===== src/hw/rtl/jars_pkg.sv =====
// ============================================================================
// jars_pkg: shared types and constants of the JPEG AC run-length symbolizer
// Holds the command word passed from the classifier to the symbol emitter.
// ============================================================================
package jars_pkg;

  localparam int unsigned CoefWidth   = 12;
  localparam int unsigned RunWidth    = 6;
  localparam int unsigned SymbolWidth = 8;
  localparam int unsigned CatWidth    = 4;

  // Default depth of the command queue between front and back.
  localparam int unsigned FifoDepthDefault = 4;

  localparam logic [RunWidth-1:0]    RunMax     = 6'd63;
  localparam logic [SymbolWidth-1:0] ZrlSymbol  = 8'hF0;
  localparam logic [SymbolWidth-1:0] EobSymbol  = 8'h00;
  localparam logic [CoefWidth-1:0]   CoefMinNeg = 12'h800;
  localparam logic [CoefWidth-1:0]   CoefClamp  = 12'h801;

  // One command describes all words caused by one coefficient: a number of
  // ZRL words followed by one final word {run, cat}. EOB is run 0, cat 0.
  typedef struct packed {
    logic [1:0]                  zrl_cnt;
    logic [3:0]                  run;
    logic [CatWidth-1:0]         cat;
    logic signed [CoefWidth-1:0] amp;
  } jars_cmd_t;

endpackage


===== src/hw/rtl/jars_front.sv =====
// ============================================================================
// jars_front: coefficient classifier
// Counts zero runs and turns each coefficient that causes output into one
// command for the queue.
// ============================================================================
module jars_front (
  input  logic                                  clk_i,
  input  logic                                  rst_ni,
  input  logic                                  in_valid_i,
  input  logic signed [jars_pkg::CoefWidth-1:0] coef_i,
  input  logic                                  last_i,
  input  logic                                  fifo_full_i,
  output logic                                  in_ready_o,
  output logic                                  push_o,
  output jars_pkg::jars_cmd_t                   cmd_o
);

  logic [jars_pkg::RunWidth-1:0]  run_q, run_d;
  logic                           fire;
  logic                           is_zero;
  logic [jars_pkg::CoefWidth-1:0] raw;
  logic [jars_pkg::CoefWidth-1:0] neg;
  logic [10:0]                    mag;
  logic [jars_pkg::CatWidth-1:0]  cat;

  assign in_ready_o = !fifo_full_i;
  assign fire       = in_valid_i && in_ready_o;
  assign is_zero    = (coef_i == '0);
  assign push_o     = fire && (!is_zero || last_i);

  // The most negative code is clamped so its magnitude fits in 11 bits.
  assign raw = (coef_i == jars_pkg::CoefMinNeg) ? jars_pkg::CoefClamp : coef_i;
  assign neg = ~raw + 12'd1;
  assign mag = raw[11] ? neg[10:0] : raw[10:0];

  always_comb begin
    cat = '0;
    for (int i = 0; i < 11; i++) begin
      if (mag[i]) begin
        cat = 4'(i + 1);
      end
    end
  end

  always_comb begin
    if (is_zero) begin
      cmd_o = '0;
    end else begin
      cmd_o.zrl_cnt = run_q[5:4];
      cmd_o.run     = run_q[3:0];
      cmd_o.cat     = cat;
      cmd_o.amp     = raw;
    end
  end

  always_comb begin
    run_d = run_q;
    if (fire) begin
      if (is_zero && !last_i) begin
        if (run_q != jars_pkg::RunMax) begin
          run_d = run_q + 6'd1;
        end
      end else begin
        run_d = '0;
      end
    end
  end

  always_ff @(posedge clk_i or negedge rst_ni) begin
    if (!rst_ni) begin
      run_q <= '0;
    end else begin
      run_q <= run_d;
    end
  end

endmodule


===== src/hw/rtl/jars_fifo.sv =====
// ============================================================================
// jars_fifo: command queue
// Small first-in first-out queue of commands between classifier and emitter.
// ============================================================================
module jars_fifo #(
  parameter int unsigned Depth = jars_pkg::FifoDepthDefault
) (
  input  logic                clk_i,
  input  logic                rst_ni,
  input  logic                push_i,
  input  jars_pkg::jars_cmd_t wdata_i,
  input  logic                pop_i,
  output jars_pkg::jars_cmd_t rdata_o,
  output logic                full_o,
  output logic                valid_o
);

  localparam int unsigned PtrWidth = $clog2(Depth);
  localparam int unsigned CntWidth = $clog2(Depth + 1);
  localparam logic [PtrWidth-1:0] PtrLast = PtrWidth'(Depth - 1);
  localparam logic [CntWidth-1:0] CntFull = CntWidth'(Depth);

  jars_pkg::jars_cmd_t     entry_q [Depth];
  logic [PtrWidth-1:0]     wptr_q, wptr_d;
  logic [PtrWidth-1:0]     rptr_q, rptr_d;
  logic [CntWidth-1:0]     count_q, count_d;
  logic                    do_push;
  logic                    do_pop;

  assign full_o  = (count_q == CntFull);
  assign valid_o = (count_q != '0);
  assign rdata_o = entry_q[rptr_q];
  assign do_push = push_i && !full_o;
  assign do_pop  = pop_i && valid_o;

  always_comb begin
    wptr_d  = wptr_q;
    rptr_d  = rptr_q;
    count_d = count_q;
    if (do_push) begin
      wptr_d = (wptr_q == PtrLast) ? '0 : wptr_q + PtrWidth'(1);
    end
    if (do_pop) begin
      rptr_d = (rptr_q == PtrLast) ? '0 : rptr_q + PtrWidth'(1);
    end
    if (do_push && !do_pop) begin
      count_d = count_q + CntWidth'(1);
    end else if (!do_push && do_pop) begin
      count_d = count_q - CntWidth'(1);
    end
  end

  always_ff @(posedge clk_i or negedge rst_ni) begin
    if (!rst_ni) begin
      wptr_q  <= '0;
      rptr_q  <= '0;
      count_q <= '0;
    end else begin
      wptr_q  <= wptr_d;
      rptr_q  <= rptr_d;
      count_q <= count_d;
    end
  end

  always_ff @(posedge clk_i) begin
    if (do_push) begin
      entry_q[wptr_q] <= wdata_i;
    end
  end

endmodule


===== src/hw/rtl/jars_back.sv =====
// ============================================================================
// jars_back: symbol emitter
// Expands each queued command into its ZRL words and final word, one word per
// cycle while the output is not stalled, into a registered output stage.
// ============================================================================
module jars_back (
  input  logic                                  clk_i,
  input  logic                                  rst_ni,
  input  logic                                  cmd_valid_i,
  input  jars_pkg::jars_cmd_t                   cmd_i,
  output logic                                  pop_o,
  output logic                                  out_valid_o,
  input  logic                                  out_ready_i,
  output logic [jars_pkg::SymbolWidth-1:0]      symbol_o,
  output logic [jars_pkg::CatWidth-1:0]         cat_o,
  output logic signed [jars_pkg::CoefWidth-1:0] amp_o,
  output logic                                  last_o
);

  logic                                  valid_q, valid_d;
  logic [1:0]                            zrl_done_q, zrl_done_d;
  logic [jars_pkg::SymbolWidth-1:0]      symbol_q, symbol_d;
  logic [jars_pkg::CatWidth-1:0]         cat_q, cat_d;
  logic signed [jars_pkg::CoefWidth-1:0] amp_q, amp_d;
  logic                                  last_q, last_d;
  logic                                  load;
  logic                                  emit_zrl;

  assign load     = cmd_valid_i && (!valid_q || out_ready_i);
  assign emit_zrl = (zrl_done_q != cmd_i.zrl_cnt);
  assign pop_o    = load && !emit_zrl;

  always_comb begin
    valid_d    = valid_q && !out_ready_i;
    zrl_done_d = zrl_done_q;
    symbol_d   = symbol_q;
    cat_d      = cat_q;
    amp_d      = amp_q;
    last_d     = last_q;
    if (load) begin
      valid_d = 1'b1;
      if (emit_zrl) begin
        zrl_done_d = zrl_done_q + 2'd1;
        symbol_d   = jars_pkg::ZrlSymbol;
        cat_d      = '0;
        amp_d      = '0;
        last_d     = 1'b0;
      end else begin
        zrl_done_d = '0;
        symbol_d   = {cmd_i.run, cmd_i.cat};
        cat_d      = cmd_i.cat;
        amp_d      = cmd_i.amp;
        last_d     = 1'b1;
      end
    end
  end

  always_ff @(posedge clk_i or negedge rst_ni) begin
    if (!rst_ni) begin
      valid_q    <= 1'b0;
      zrl_done_q <= '0;
    end else begin
      valid_q    <= valid_d;
      zrl_done_q <= zrl_done_d;
    end
  end

  always_ff @(posedge clk_i) begin
    symbol_q <= symbol_d;
    cat_q    <= cat_d;
    amp_q    <= amp_d;
    last_q   <= last_d;
  end

  assign out_valid_o = valid_q;
  assign symbol_o    = symbol_q;
  assign cat_o       = cat_q;
  assign amp_o       = amp_q;
  assign last_o      = last_q;

endmodule


===== src/hw/rtl/jpeg_ac_run_length_symbolizer.sv =====
// ============================================================================
// jpeg_ac_run_length_symbolizer: JPEG baseline AC run-length symbolizer
// Turns zigzag-ordered AC coefficients into run/size symbols, ZRL and EOB.
// ============================================================================
// Usage: the slave stream takes one AC coefficient per word, with tlast set on
// the final coefficient of the block. The master stream returns one word per
// symbol: symbol, size category and amplitude, with tlast set on the final
// word caused by an input word. A zero coefficient that is not the last of
// the block produces nothing; a last zero produces EOB; a nonzero coefficient
// produces one ZRL per full 16 preceding zeros, then its run/size symbol.
// Throughput is one input word per cycle while the queue has room and one
// output word per cycle while the receiver is ready. The front classifier
// handles a word in the cycle it is accepted and writes at most one command
// to a queue; the emitter drains the queue one output word a cycle while the
// receiver is ready, so a coefficient with k ZRLs yields k + 1 output words.
// Each accepted command is written into the queue; the output register then
// loads it from the queue head. The queue absorbs ZRL bursts; when it fills
// (for example while the receiver stalls), tready drops on the slave side.
// Reset clears the zero-run counter, empties the queue and drops any pending
// output word. A stalled output word holds its value until it is taken.
// ============================================================================
module jpeg_ac_run_length_symbolizer #(
  parameter int unsigned FifoDepth = jars_pkg::FifoDepthDefault
) (
  input  logic        clk_i,
  input  logic        rst_ni,
  input  logic        s_axis_tvalid_i,
  output logic        s_axis_tready_o,
  input  logic [15:0] s_axis_tdata_i,   // [11:0] coefficient, [15:12] zero
  input  logic        s_axis_tlast_i,   // last_coefficient
  output logic        m_axis_tvalid_o,
  input  logic        m_axis_tready_i,
  output logic [23:0] m_axis_tdata_o,   // [7:0] symbol, [11:8] size_category,
                                        // [23:12] amplitude_value
  output logic        m_axis_tlast_o    // last_of_run
);

  jars_pkg::jars_cmd_t                   push_cmd;
  jars_pkg::jars_cmd_t                   head_cmd;
  logic                                  push;
  logic                                  pop;
  logic                                  fifo_full;
  logic                                  fifo_valid;
  logic [jars_pkg::SymbolWidth-1:0]      symbol;
  logic [jars_pkg::CatWidth-1:0]         size_cat;
  logic signed [jars_pkg::CoefWidth-1:0] amplitude;

  // Classifier: keeps the zero-run count and forms one command per symbol group.
  jars_front u_front (
    .clk_i       (clk_i),
    .rst_ni      (rst_ni),
    .in_valid_i  (s_axis_tvalid_i),
    .coef_i      (s_axis_tdata_i[11:0]),
    .last_i      (s_axis_tlast_i),
    .fifo_full_i (fifo_full),
    .in_ready_o  (s_axis_tready_o),
    .push_o      (push),
    .cmd_o       (push_cmd)
  );

  // Command queue decoupling the classifier from the emitter.
  jars_fifo #(
    .Depth (FifoDepth)
  ) u_fifo (
    .clk_i   (clk_i),
    .rst_ni  (rst_ni),
    .push_i  (push),
    .wdata_i (push_cmd),
    .pop_i   (pop),
    .rdata_o (head_cmd),
    .full_o  (fifo_full),
    .valid_o (fifo_valid)
  );

  // Emitter: expands each command into ZRL words and the final symbol word.
  jars_back u_back (
    .clk_i       (clk_i),
    .rst_ni      (rst_ni),
    .cmd_valid_i (fifo_valid),
    .cmd_i       (head_cmd),
    .pop_o       (pop),
    .out_valid_o (m_axis_tvalid_o),
    .out_ready_i (m_axis_tready_i),
    .symbol_o    (symbol),
    .cat_o       (size_cat),
    .amp_o       (amplitude),
    .last_o      (m_axis_tlast_o)
  );

  assign m_axis_tdata_o = {amplitude, size_cat, symbol};

  // A ZRL word never closes the output of an input word.
  assert property (@(posedge clk_i) disable iff (!rst_ni)
    m_axis_tvalid_o && (symbol == jars_pkg::ZrlSymbol) |-> !m_axis_tlast_o)
    else $error("ZRL word carries tlast");

  // Every word without tlast is a ZRL with zero size and amplitude.
  assert property (@(posedge clk_i) disable iff (!rst_ni)
    m_axis_tvalid_o && !m_axis_tlast_o |->
      (symbol == jars_pkg::ZrlSymbol) && (size_cat == '0) && (amplitude == '0))
    else $error("non-final word is not a clean ZRL");

  // A final word with size zero must be a clean EOB.
  assert property (@(posedge clk_i) disable iff (!rst_ni)
    m_axis_tvalid_o && m_axis_tlast_o && (size_cat == '0) |->
      (symbol == jars_pkg::EobSymbol) && (amplitude == '0))
    else $error("final word with size zero is not EOB");

  // The input side stalls only when the command queue is full.
  assert property (@(posedge clk_i) disable iff (!rst_ni)
    !s_axis_tready_o |-> fifo_full)
    else $error("input stalled with room in the queue");

endmodule

===== config.mk =====
export PLATFORM = sky130hd
export DESIGN_NAME = jpeg_ac_run_length_symbolizer
export DESIGN_NICKNAME = d
export VERILOG_FILES = /design/src/hw/rtl/jars_pkg.sv /design/src/hw/rtl/jars_front.sv /design/src/hw/rtl/jars_fifo.sv /design/src/hw/rtl/jars_back.sv /design/src/hw/rtl/jpeg_ac_run_length_symbolizer.sv
export SDC_FILE = /design/constraint.sdc
export NUM_CORES = 1
export LEC_CHECK = 0
export ABC_AREA = 1
export BUFFER_PORTS_ARGS = -buffer_cell sky130_fd_sc_hd__buf_2
export CORE_ASPECT_RATIO = 2
export CORE_MARGIN = 2
export CORE_UTILIZATION = 30
export DETAILED_ROUTE_END_ITERATION = 16
export SLEW_MARGIN = 10
export SYNTH_ARGS = -nofsm -noshare
export SYNTH_HDL_FRONTEND = slang
export SYNTH_SLANG_ARGS = --single-unit

===== constraint.sdc =====
create_clock -name clk_i -period 6 [get_ports clk_i]
set_input_delay 1.2 -clock clk_i [delete_from_list [all_inputs] [get_ports clk_i]]
set_output_delay 1.2 -clock clk_i [all_outputs]
set_load 0.005 [all_outputs]

Word level (Yosys, flattened, before mapping)
Memories as Yosys holds them, arrays and structs flattened.
Index checks and enable logic that the tools add are counted.

storage, ports and cells
  register bits = 41
  bits in latches = 0
  bits in writable memories = 88
  memory bits (read-only) = 0
  bits of input ports = 21
  output and inout port bits = 27
  word-level logic and storage cells = 75
  memories kept = 1

cells by class
  $add $sub $neg = 7
  multiply operators = 0
  div/mod/pow operators = 0
  $lt $le $gt $ge = 0
  eq/ne operators = 7
  shift operators = 0
  muxes and demuxes = 25
  bitwise gates (word level) = 1
  reduce and logical (&&, ||, !) cells = 24

memory list
  name            depth  width  rd ports  clocked after Yosys merged registers in  write ports  RTL line         source
  u_fifo.entry_q  4      22     1         0                                        1            jars_fifo.sv:23  jars_pkg::jars_cmd_t entry_q [Depth];

operators with widths
  operator               number
  $mux 4                 10
  $mux 22                1
  $eq 12x12->1 const B   1
  $logic_not 12->1       1
  $mux 12                1
  $mux 6                 2
  $add 11x1->11 const B  1
  $mux 11                1
  $not 11->11            1
  $logic_and 1x1->1      10
  $logic_not 1->1        8
  $add 2x1->2 const B    3
  $add 6x1->6 const B    1
  $mux 2                 3
  $mux 3                 2
  $ne 6x6->1 const B     1
  $mux 1                 5
  $eq 2x2->1 const B     2
  $add 3x1->3 const B    1
  $eq 3x3->1 const B     1
  $reduce_bool 3->1      1
  $sub 3x1->3 const B    1
  $logic_or 1x1->1       2
  $ne 2x2->1             1
  other kinds (3)        3

Longest topological paths before layout
Gate-level depths: netlist of the first run.

  word-level depth = 17
  mapped depth = 17
  gate-level depth less buffers = 17

Cells and area by module
From an unflattened synthesis of the first run, not the netlist that was laid out.

second synthesis, totals
  cells, all modules = 559
  area total of the unflattened synthesis = 5,938.2 um^2

by module, submodules not included
  module      times used  cells each  area each (um^2)  seq. area each (um^2)
  jars_fifo   1           316         4,067.7           2,817.7
  jars_back   1           92          1,007.2           705.7
  jars_front  1           151         863.3             150.1

Worst setup path before layout of the first run
OpenSTA, ideal clock, no wires.

  path type = input-to-reg
  start point = input port m_axis_tready_i
  end point = register u_fifo.count_q[1]
  setup time = 125 ps
  arrival = 3,834 ps
  required time = 5,875 ps
  slack = 2,041 ps
  stages on the path = 9
  path buffers = 0
  path through = inv_1 -> a21oi_1 -> inv_1 -> nor2_4 -> inv_1 -> ha_1 -> inv_1 -> fa_1 -> mux2_2

on the way
  word-level cells in the longest chain between the ends = 7
  elaborated cells on any way between the ends = 9
  classes of those cells = mux (1); reduce/logical (8)

ends and longest elaborated chain
  what                   RTL line                             source
  start, declared        jpeg_ac_run_length_symbolizer.sv:32  input logic m_axis_tready_i,
  $logic_or 1x1->1       jars_back.sv:29                      assign load = cmd_valid_i && (!valid_q || out_ready_i);
  $logic_and 1x1->1      jars_back.sv:29
  via u_back.load        jars_back.sv:26                      logic load;
  $logic_and 1x1->1      jars_back.sv:31                      assign pop_o = load && !emit_zrl;
  $logic_and 1x1->1      jars_fifo.sv:34                      assign do_pop = pop_i && valid_o;
  $logic_not 1->1        jars_fifo.sv:46                      if (do_push && !do_pop) begin
  $logic_and 1x1->1      jars_fifo.sv:46
  $mux 3                 jars_fifo.sv:46
  via u_fifo.count_d[1]  jars_fifo.sv:26                      logic [CntWidth-1:0] count_q, count_d;
  end signal, assigned   jars_fifo.sv:61                      count_q <= count_d;
  end, declared          jars_fifo.sv:26

The timed path passes the listed nets, and every way through them passes these cells.
A chain may end at the register's enable or synchronous reset.

Worst setup path after layout of the first run
  start point = register u_fifo.rptr_q[1]
  end point = register u_fifo.count_q[1]

on the way
  word-level cells in the longest chain between the ends = 8
  elaborated cells on any way between the ends = 10
  classes of those cells = eq/ne (1); mux (1); reduce/logical (7); memory (1)

ends and longest elaborated chain
  what                    RTL line         source
  start, declared         jars_fifo.sv:25  logic [PtrWidth-1:0] rptr_q, rptr_d;
  start signal, assigned  jars_fifo.sv:60  rptr_q <= rptr_d;
  $mem_v2 4x22            -
  $ne 2x2->1              jars_back.sv:30  assign emit_zrl = (zrl_done_q != cmd_i.zrl_cnt);
  $logic_not 1->1         jars_back.sv:31
  $logic_and 1x1->1       jars_back.sv:31
  $logic_and 1x1->1       jars_fifo.sv:34
  $logic_not 1->1         jars_fifo.sv:46
  $logic_and 1x1->1       jars_fifo.sv:46
  $mux 3                  jars_fifo.sv:46
  via u_fifo.count_d[1]   jars_fifo.sv:26

The timed path passes the listed nets, and every way through them passes these cells.

==> reports/results.tsv, run 1 <==
stage	metric	value	unit
outcome	outcome	finished, final reports clean	
detailed_routing	WL/cell	15.1	um
clock_tree	Clock Sinks	125	
clock_tree	CTS resizes	0	
die	Die W	99.2	um
clock_tree	H-tree depth	4	
die	Die Span Y	194	um
global_routing	vias in the first global route	3712	
timing	minimum clock period	3.69	ns
synthesis	EDFF count, synth	109	
worst_hold_path	Hold Crit Class	flip-flop to flip-flop	
global_routing	GRT Util Overall	0.122	
detailed_routing	DRT iter0 DRCs	208	
timing	RSZ-0062 raised after global routing	false	
die	IO Pins	48	
global_routing	largest net degree at the start of global routing	48	
timing	Layout Skew	0.00741	ns
worst_hold_path	HP Start	u_front.run_q[5]	
synthesis	post-synth top area share	0.602	
detailed_routing	WL final	11400	um
global_routing	antenna violations before repair	0	
timing	final hold violation count	0	
finish	fraction of layout instances using a drive strength above 1	0.181	
timing	Tightest Pin Transition	0.860	ns
timing	Rel. slew slack	0.426	
finish	final core occ	0.360	
synthesis	top_reg_cell synth	edfxtp_1	
synthesis	Yosys top cell by area	edfxtp_1	
worst_hold_path	Hold Path Cell Cnt	1	
detailed_routing	DR pass1 iterations	4	
die	Initial Util	0.306	
synthesis	Commonest cells post-synth	109 x edfxtp_1, 100 x nor2_1, 55 x o21ai_0	
die	Site Rows	69	
finish	diode count	0	
detailed_routing	DRC viols	0	
timing	setup violators final	0	
setup_path	FF-to-FF Start	u_fifo.rptr_q[1]	
placement	hpwl dp	7540	um
placement	final RePlAce weighted congestion	0.838	
timing	Sum Neg Setup Slack	0	ns
synthesis	synth top area cells	edfxtp_1 60%, dfrtp_1 7.4%, nor2_1 6.9%	
die	Die Area	19300	um^2
synthesis	synth warn	0	
job	max_cap viols	0	
detailed_routing	via count	3584	
synthesis	#FFs+latches synth	125	
synthesis	synthesized instance count	488	
worst_hold_path	Hold Path Sink	u_front.run_q[5]	
clock_tree	later-pin clock latency in the skew report	0.41	ns
clock_tree	Reg clk slew, reported paths	0.05	ns
setup_path	reg2reg path depth	12	
setup_path	critical path endpoint category	flip-flop	
timing	Tcrit/Tclk final	0.615	
global_routing	first-pass GRT wire length	18200	um
synthesis	syn_nets	517	
setup_path	R2R Path End	u_fifo.count_q[1]	
timing	fmax	0.271	GHz
clock_tree	Root Driver	clkbuf_16	
finish	fill count	1725	
synthesis	synthesized cell area	5430	um^2
placement	Inst Count DP	722	
setup_path	crit path max fanout	24	
clock_tree	total CTS buffers	17	
pwr	Leak	2.45	nW
global_routing	total gr overflow	0	
synthesis	synth unique cells	36	
setup_path	R2R setup slack	2.31	ns
synthesis	count leader, synth	edfxtp_1	
setup_path	CP Launch Type	flip-flop	
detailed_routing	DRT antenna net count	0	
synthesis	ys async rst share	0.128	
pwr	PwrDens	492	nW/um^2
finish	Area Growth Syn to Fin	17.7	%
pwr	VDD IR max	0.000233	V
synthesis	Avg Cell Area, Syn	11.1	um^2
setup_path	Setup Crit Path Kind	flip-flop to flip-flop	
die	Core Area	17800	um^2
setup_path	worst path arrival time	3.98	ns
timing	number of slew-limit violations in the final report	0	
finish	fin cells	754	
clock_tree	cts hold-fix bufs	0	
finish	layout net count	557	
detailed_routing	drt via density	4.75	
synthesis	register area share after synthesis	0.676	
clock_tree	CTS tree	yes	
placement	Port Buffers	43	
clock_tree	clk buf depth	2	
setup_path	CP required	6.29	ns
clock_tree	Post CTS Setup Buffer Count	0	
==> sequential cells by signal, indices dropped and copies added, names as in the netlist <==
name,count
u_front.run_q,6
u_fifo.wptr_q,2
u_back.out_valid_o,1
u_back.symbol_o,5
u_back.last_o,1
u_back.amp_o,12
u_fifo.entry_q,88
u_fifo.count_q,3
u_back.zrl_done_q,2
u_back.cat_o,3
u_fifo.rptr_q,2
==> worst max path at each step <==
| stage | from | endpoint | slack [ns] |
|---|---|---|---|
| floorplan | m_axis_tready_i | u_fifo.count_q[1] | 2.04 |
| global placement | u_fifo.rptr_q[1] | u_fifo.count_q[1] | 2.36 |
| detailed placement | u_fifo.rptr_q[1] | u_fifo.count_q[1] | 2.25 |
| CTS | u_fifo.rptr_q[1] | u_fifo.count_q[1] | 2.23 |
| global route | u_fifo.rptr_q[1] | u_fifo.count_q[1] | 2.06 |
| finish | u_fifo.rptr_q[1] | u_fifo.count_q[1] | 2.31 |
==> cell families after synthesis <==
kind of cell             after synthesis  share of synthesized area
AND/OR/NAND/NOR                      187                      0.146
flip-flops                           125                      0.676
AO/OA/AOI/OAI                         85                     0.0831
buffers and inverters                 72                     0.0557
XOR/XNOR                              10                     0.0175
adder cells (fa/ha/maj)                8                     0.0198
multiplexers                           1                    0.00207
==> stage by stage <==
stage          power, mW  area [um^2]  setup slack, ns  hold slack, ns
2_1_floorplan       1.90         5430             2.04           0.455
3_3_place_gp        2.18         5840             2.36           0.484
3_5_place_dp        2.23         5840             2.25           0.503
4_1_cts             3.19         6400             2.23           0.515
5_1_grt             3.34         6400             2.06           0.531
6_report            3.15         6400             2.31           0.509
==> critical path, cell delays in order, from the launching register on <==
cell and delay (ns):
dfrtp_1 0.36, buf_4 0.22, inv_1 0.67, o21ai_0 0.26
o22ai_1 0.21, xor2_1 0.19, nand2_2 0.33, nor2_4 0.24
inv_1 0.10, ha_1 0.20, inv_1 0.10, fa_1 0.43
mux2_2 0.27
==> power breakdown <==
| part | leakage (nW) | switching (mW) | internal (mW) |
|---|---|---|---|
| clock network | 0.263 | 0.351 | 0.606 |
| logic | 0.974 | 0.615 | 0.287 |
| registers | 1.21 | 0.0640 | 1.22 |
| total | 2.45 | 1.03 | 2.12 |
==> layout make-up <==
class,count,area [um^2],area share
well taps,213,267,0.0417
clock buffers,20,437,0.0683
clock inverters,12,123,0.0192
repair buffers,51,275,0.0430
inverters,42,160,0.0250
multi-input cells,291,1460,0.228
flip-flops and latches,125,3670,0.574
==> cells in the final DEF (no fill, tap or decap), drive strengths merged <==
cell	synthesis	final
a21boi	2	2
a21oi	22	22
and2	1	1
and3	1	1
buf	10	51
bufinv	0	2
clkbuf	19	20
clkinv	0	6
clkinvlp	0	4
dfrtp	16	16
edfxtp	109	109
fa	1	1
ha	7	7
inv	42	42
mux2	1	1
nand2	57	57
nand3	11	11
nand3b	1	1
nand4	2	2
nor2	107	107
nor3	6	6
o21ai	55	55
o221ai	4	4
o22ai	2	2
or2	1	1
xnor2	2	2
xor2	8	8
==> layer usage <==
metal	share of wire	global-route usage	wire length, um
met1	0.37	0.122	4260
met2	0.57	0.224	6440
met3	0.040	0.0259	453
met4	0.019	0.0751	217
met5	0	0	0
(Power assumes the default switching activity.)
==> run 2, diff against run 1 <==
==> constraint.sdc (replaced) <==
create_clock -name clk_i -period 3.4 [get_ports clk_i]
set_input_delay 0.68 -clock clk_i [delete_from_list [all_inputs] [get_ports clk_i]]
set_output_delay 0.68 -clock clk_i [all_outputs]
set_load 0.005 [all_outputs]
==> reports/results.tsv, run 2 (synthesized netlist as in run 1, its figures left out) <==
stage	metric	value	unit
finish	Area Growth Syn to Fin	18.9	%
setup_path	Setup Crit Path Kind	flip-flop to flip-flop	
worst_hold_path	Hold Crit Class	input port to async pin	
timing	RSZ-0062 raised after global routing	false	
detailed_routing	DRT antenna net count	0	
global_routing	first-pass GRT wire length	18200	um
timing	setup violators final	0	
die	Die W	99.2	um
setup_path	WP buf/inv	3	
setup_path	CP top delay family	buffers and inverters	
clock_tree	H-tree depth	4	
placement	DP Area	5850	um^2
finish	fraction of layout instances using a drive strength above 1	0.184	
die	IO Pins	48	
timing	minimum clock period	2.98	ns
finish	area of the multi-input gates	1460	um^2
pwr	PwrDens	885	nW/um^2
setup_path	Largest stage delay, worst path	0.55	ns
placement	Port Buffers	43	
placement	hpwl dp	7670	um
die	Core Area	17800	um^2
timing	Layout Skew	0.00985	ns
setup_path	R2R Path End	u_fifo.count_q[1]	
setup_path	most used cell, CP	inv_1	
timing	Tightest Pin Transition	0.466	ns
setup_path	CP required	3.70	ns
die	Die Span Y	194	um
setup_path	CP Launch Type	flip-flop	
setup_path	worst path arrival time	3.28	ns
detailed_routing	WL final	11200	um
clock_tree	clk buf depth	2	
setup_path	FF-to-FF Start	u_fifo.rptr_q[0]	
detailed_routing	DR pass1 iterations	4	
setup_path	critical path endpoint category	flip-flop	
setup_path	reg2reg path depth	11	
clock_tree	Root Driver	clkbuf_16	
timing	minimum hold slack	0.187	ns
clock_tree	Reg clk slew, reported paths	0.05	ns
timing	number of slew-limit violations in the final report	0	
job	max_cap viols	0	
setup_path	R2R setup slack	0.42	ns
finish	diode count	0	
global_routing	vias in the first global route	3705	
clock_tree	total CTS buffers	17	
global_routing	largest net degree at the start of global routing	33	
timing	Tcrit/Tclk final	0.877	
die	Site Rows	69	
global_routing	total gr overflow	0	
outcome	outcome	finished, final reports clean	
clock_tree	Clock Sinks	125	
clock_tree	Post CTS Setup Buffer Count	0	
timing	Sum Neg Setup Slack	0	ns
global_routing	GRT Util Overall	0.122	
clock_tree	CTS tree	yes	
detailed_routing	drt via density	4.70	
timing	fmax	0.335	GHz
clock_tree	cts hold-fix bufs	0	
detailed_routing	via count	3551	
finish	most common cell after layout, fill and taps aside	edfxtp_1	
setup_path	worst-path cell chain	inv_1 > o21ai_0 > o22ai_1 > xor2_1 > nand2_2 > nor2_4 > inv_1 > ha_1 > inv_1 > fa_1 > mux2_2	
timing	Rel. slew slack	0.690	
detailed_routing	DRT iter0 DRCs	200	
setup_path	crit path max fanout	16	
setup_path	Critical Path Slowest Stage Cell	dfrtp_1	
finish	fill count	1752	
clock_tree	CTS resizes	0	
pwr	VDD IR max	0.000333	V
pwr	Leak	2.48	nW
finish	max reg flops	88	
detailed_routing	DRC viols	0	
global_routing	antenna violations before repair	0	
finish	layout net count	559	
die	Initial Util	0.306	
finish	Most flops, register	u_fifo.entry_q	
die	Die Area	19300	um^2
finish	most frequent cells in the layout	109 x edfxtp_1, 100 x nor2_1, 55 x o21ai_0	
detailed_routing	WL/cell	14.8	um
finish	Storage cell area	3670	um^2
timing	final hold violation count	0	
finish	design area	6460	um^2
clock_tree	later-pin clock latency in the skew report	0.41	ns
placement	final RePlAce weighted congestion	0.806	
-- run 2: how the worst max path moves through the flow --
stage          depth (start not counted)              start  slack (ns)                 to
3_5_place_dp                          13  s_axis_tdata_i[1]        0.32  u_fifo.count_q[1]
5_1_grt                               11   u_fifo.rptr_q[0]        0.20  u_fifo.count_q[1]
2_1_floorplan                          9    m_axis_tready_i        0.50  u_fifo.count_q[1]
6_report                              11   u_fifo.rptr_q[0]        0.42  u_fifo.count_q[1]
3_3_place_gp                          13  s_axis_tdata_i[1]        0.35  u_fifo.count_q[1]
4_1_cts                               11   u_fifo.rptr_q[0]        0.38  u_fifo.count_q[1]
-- run 2: through the flow --
step	cells	util	power (mW)	worst slack (ns)
after floorplan	488	-	3.36	0.504
after global placement	724	0.329	3.87	0.350
after detailed placement	724	0.329	3.95	0.321
after CTS	756	0.363	5.79	0.384
after global routing	756	0.363	6.05	0.202
final	756	0.363	5.71	0.418
-- run 2: layout make-up --
cell class              instances  share of cell area
flip-flops and latches        125               0.569
multi-input cells             291               0.226
clock buffers                  20              0.0676
repair buffers                 53              0.0449
well taps                     213              0.0413
clock inverters                12              0.0263
inverters                      42              0.0248
-- run 2: metal layers --
layer	vias to the layer above	share of wire	global-route usage	wire length (um)
met5	-	0	0	0
met4	0	0.027	0.0639	303
met3	16	0.029	0.0302	329
met2	73	0.56	0.228	6280
met1	1737	0.38	0.121	4290
li1	1725	-	-	-
-- run 2: power by group --
part,leakage [nW],switching (mW),total (mW),internal [mW]
Combinational,0.983,1.05,1.57,0.528
Clock,0.287,0.616,1.83,1.22
Sequential,1.21,0.147,2.31,2.16
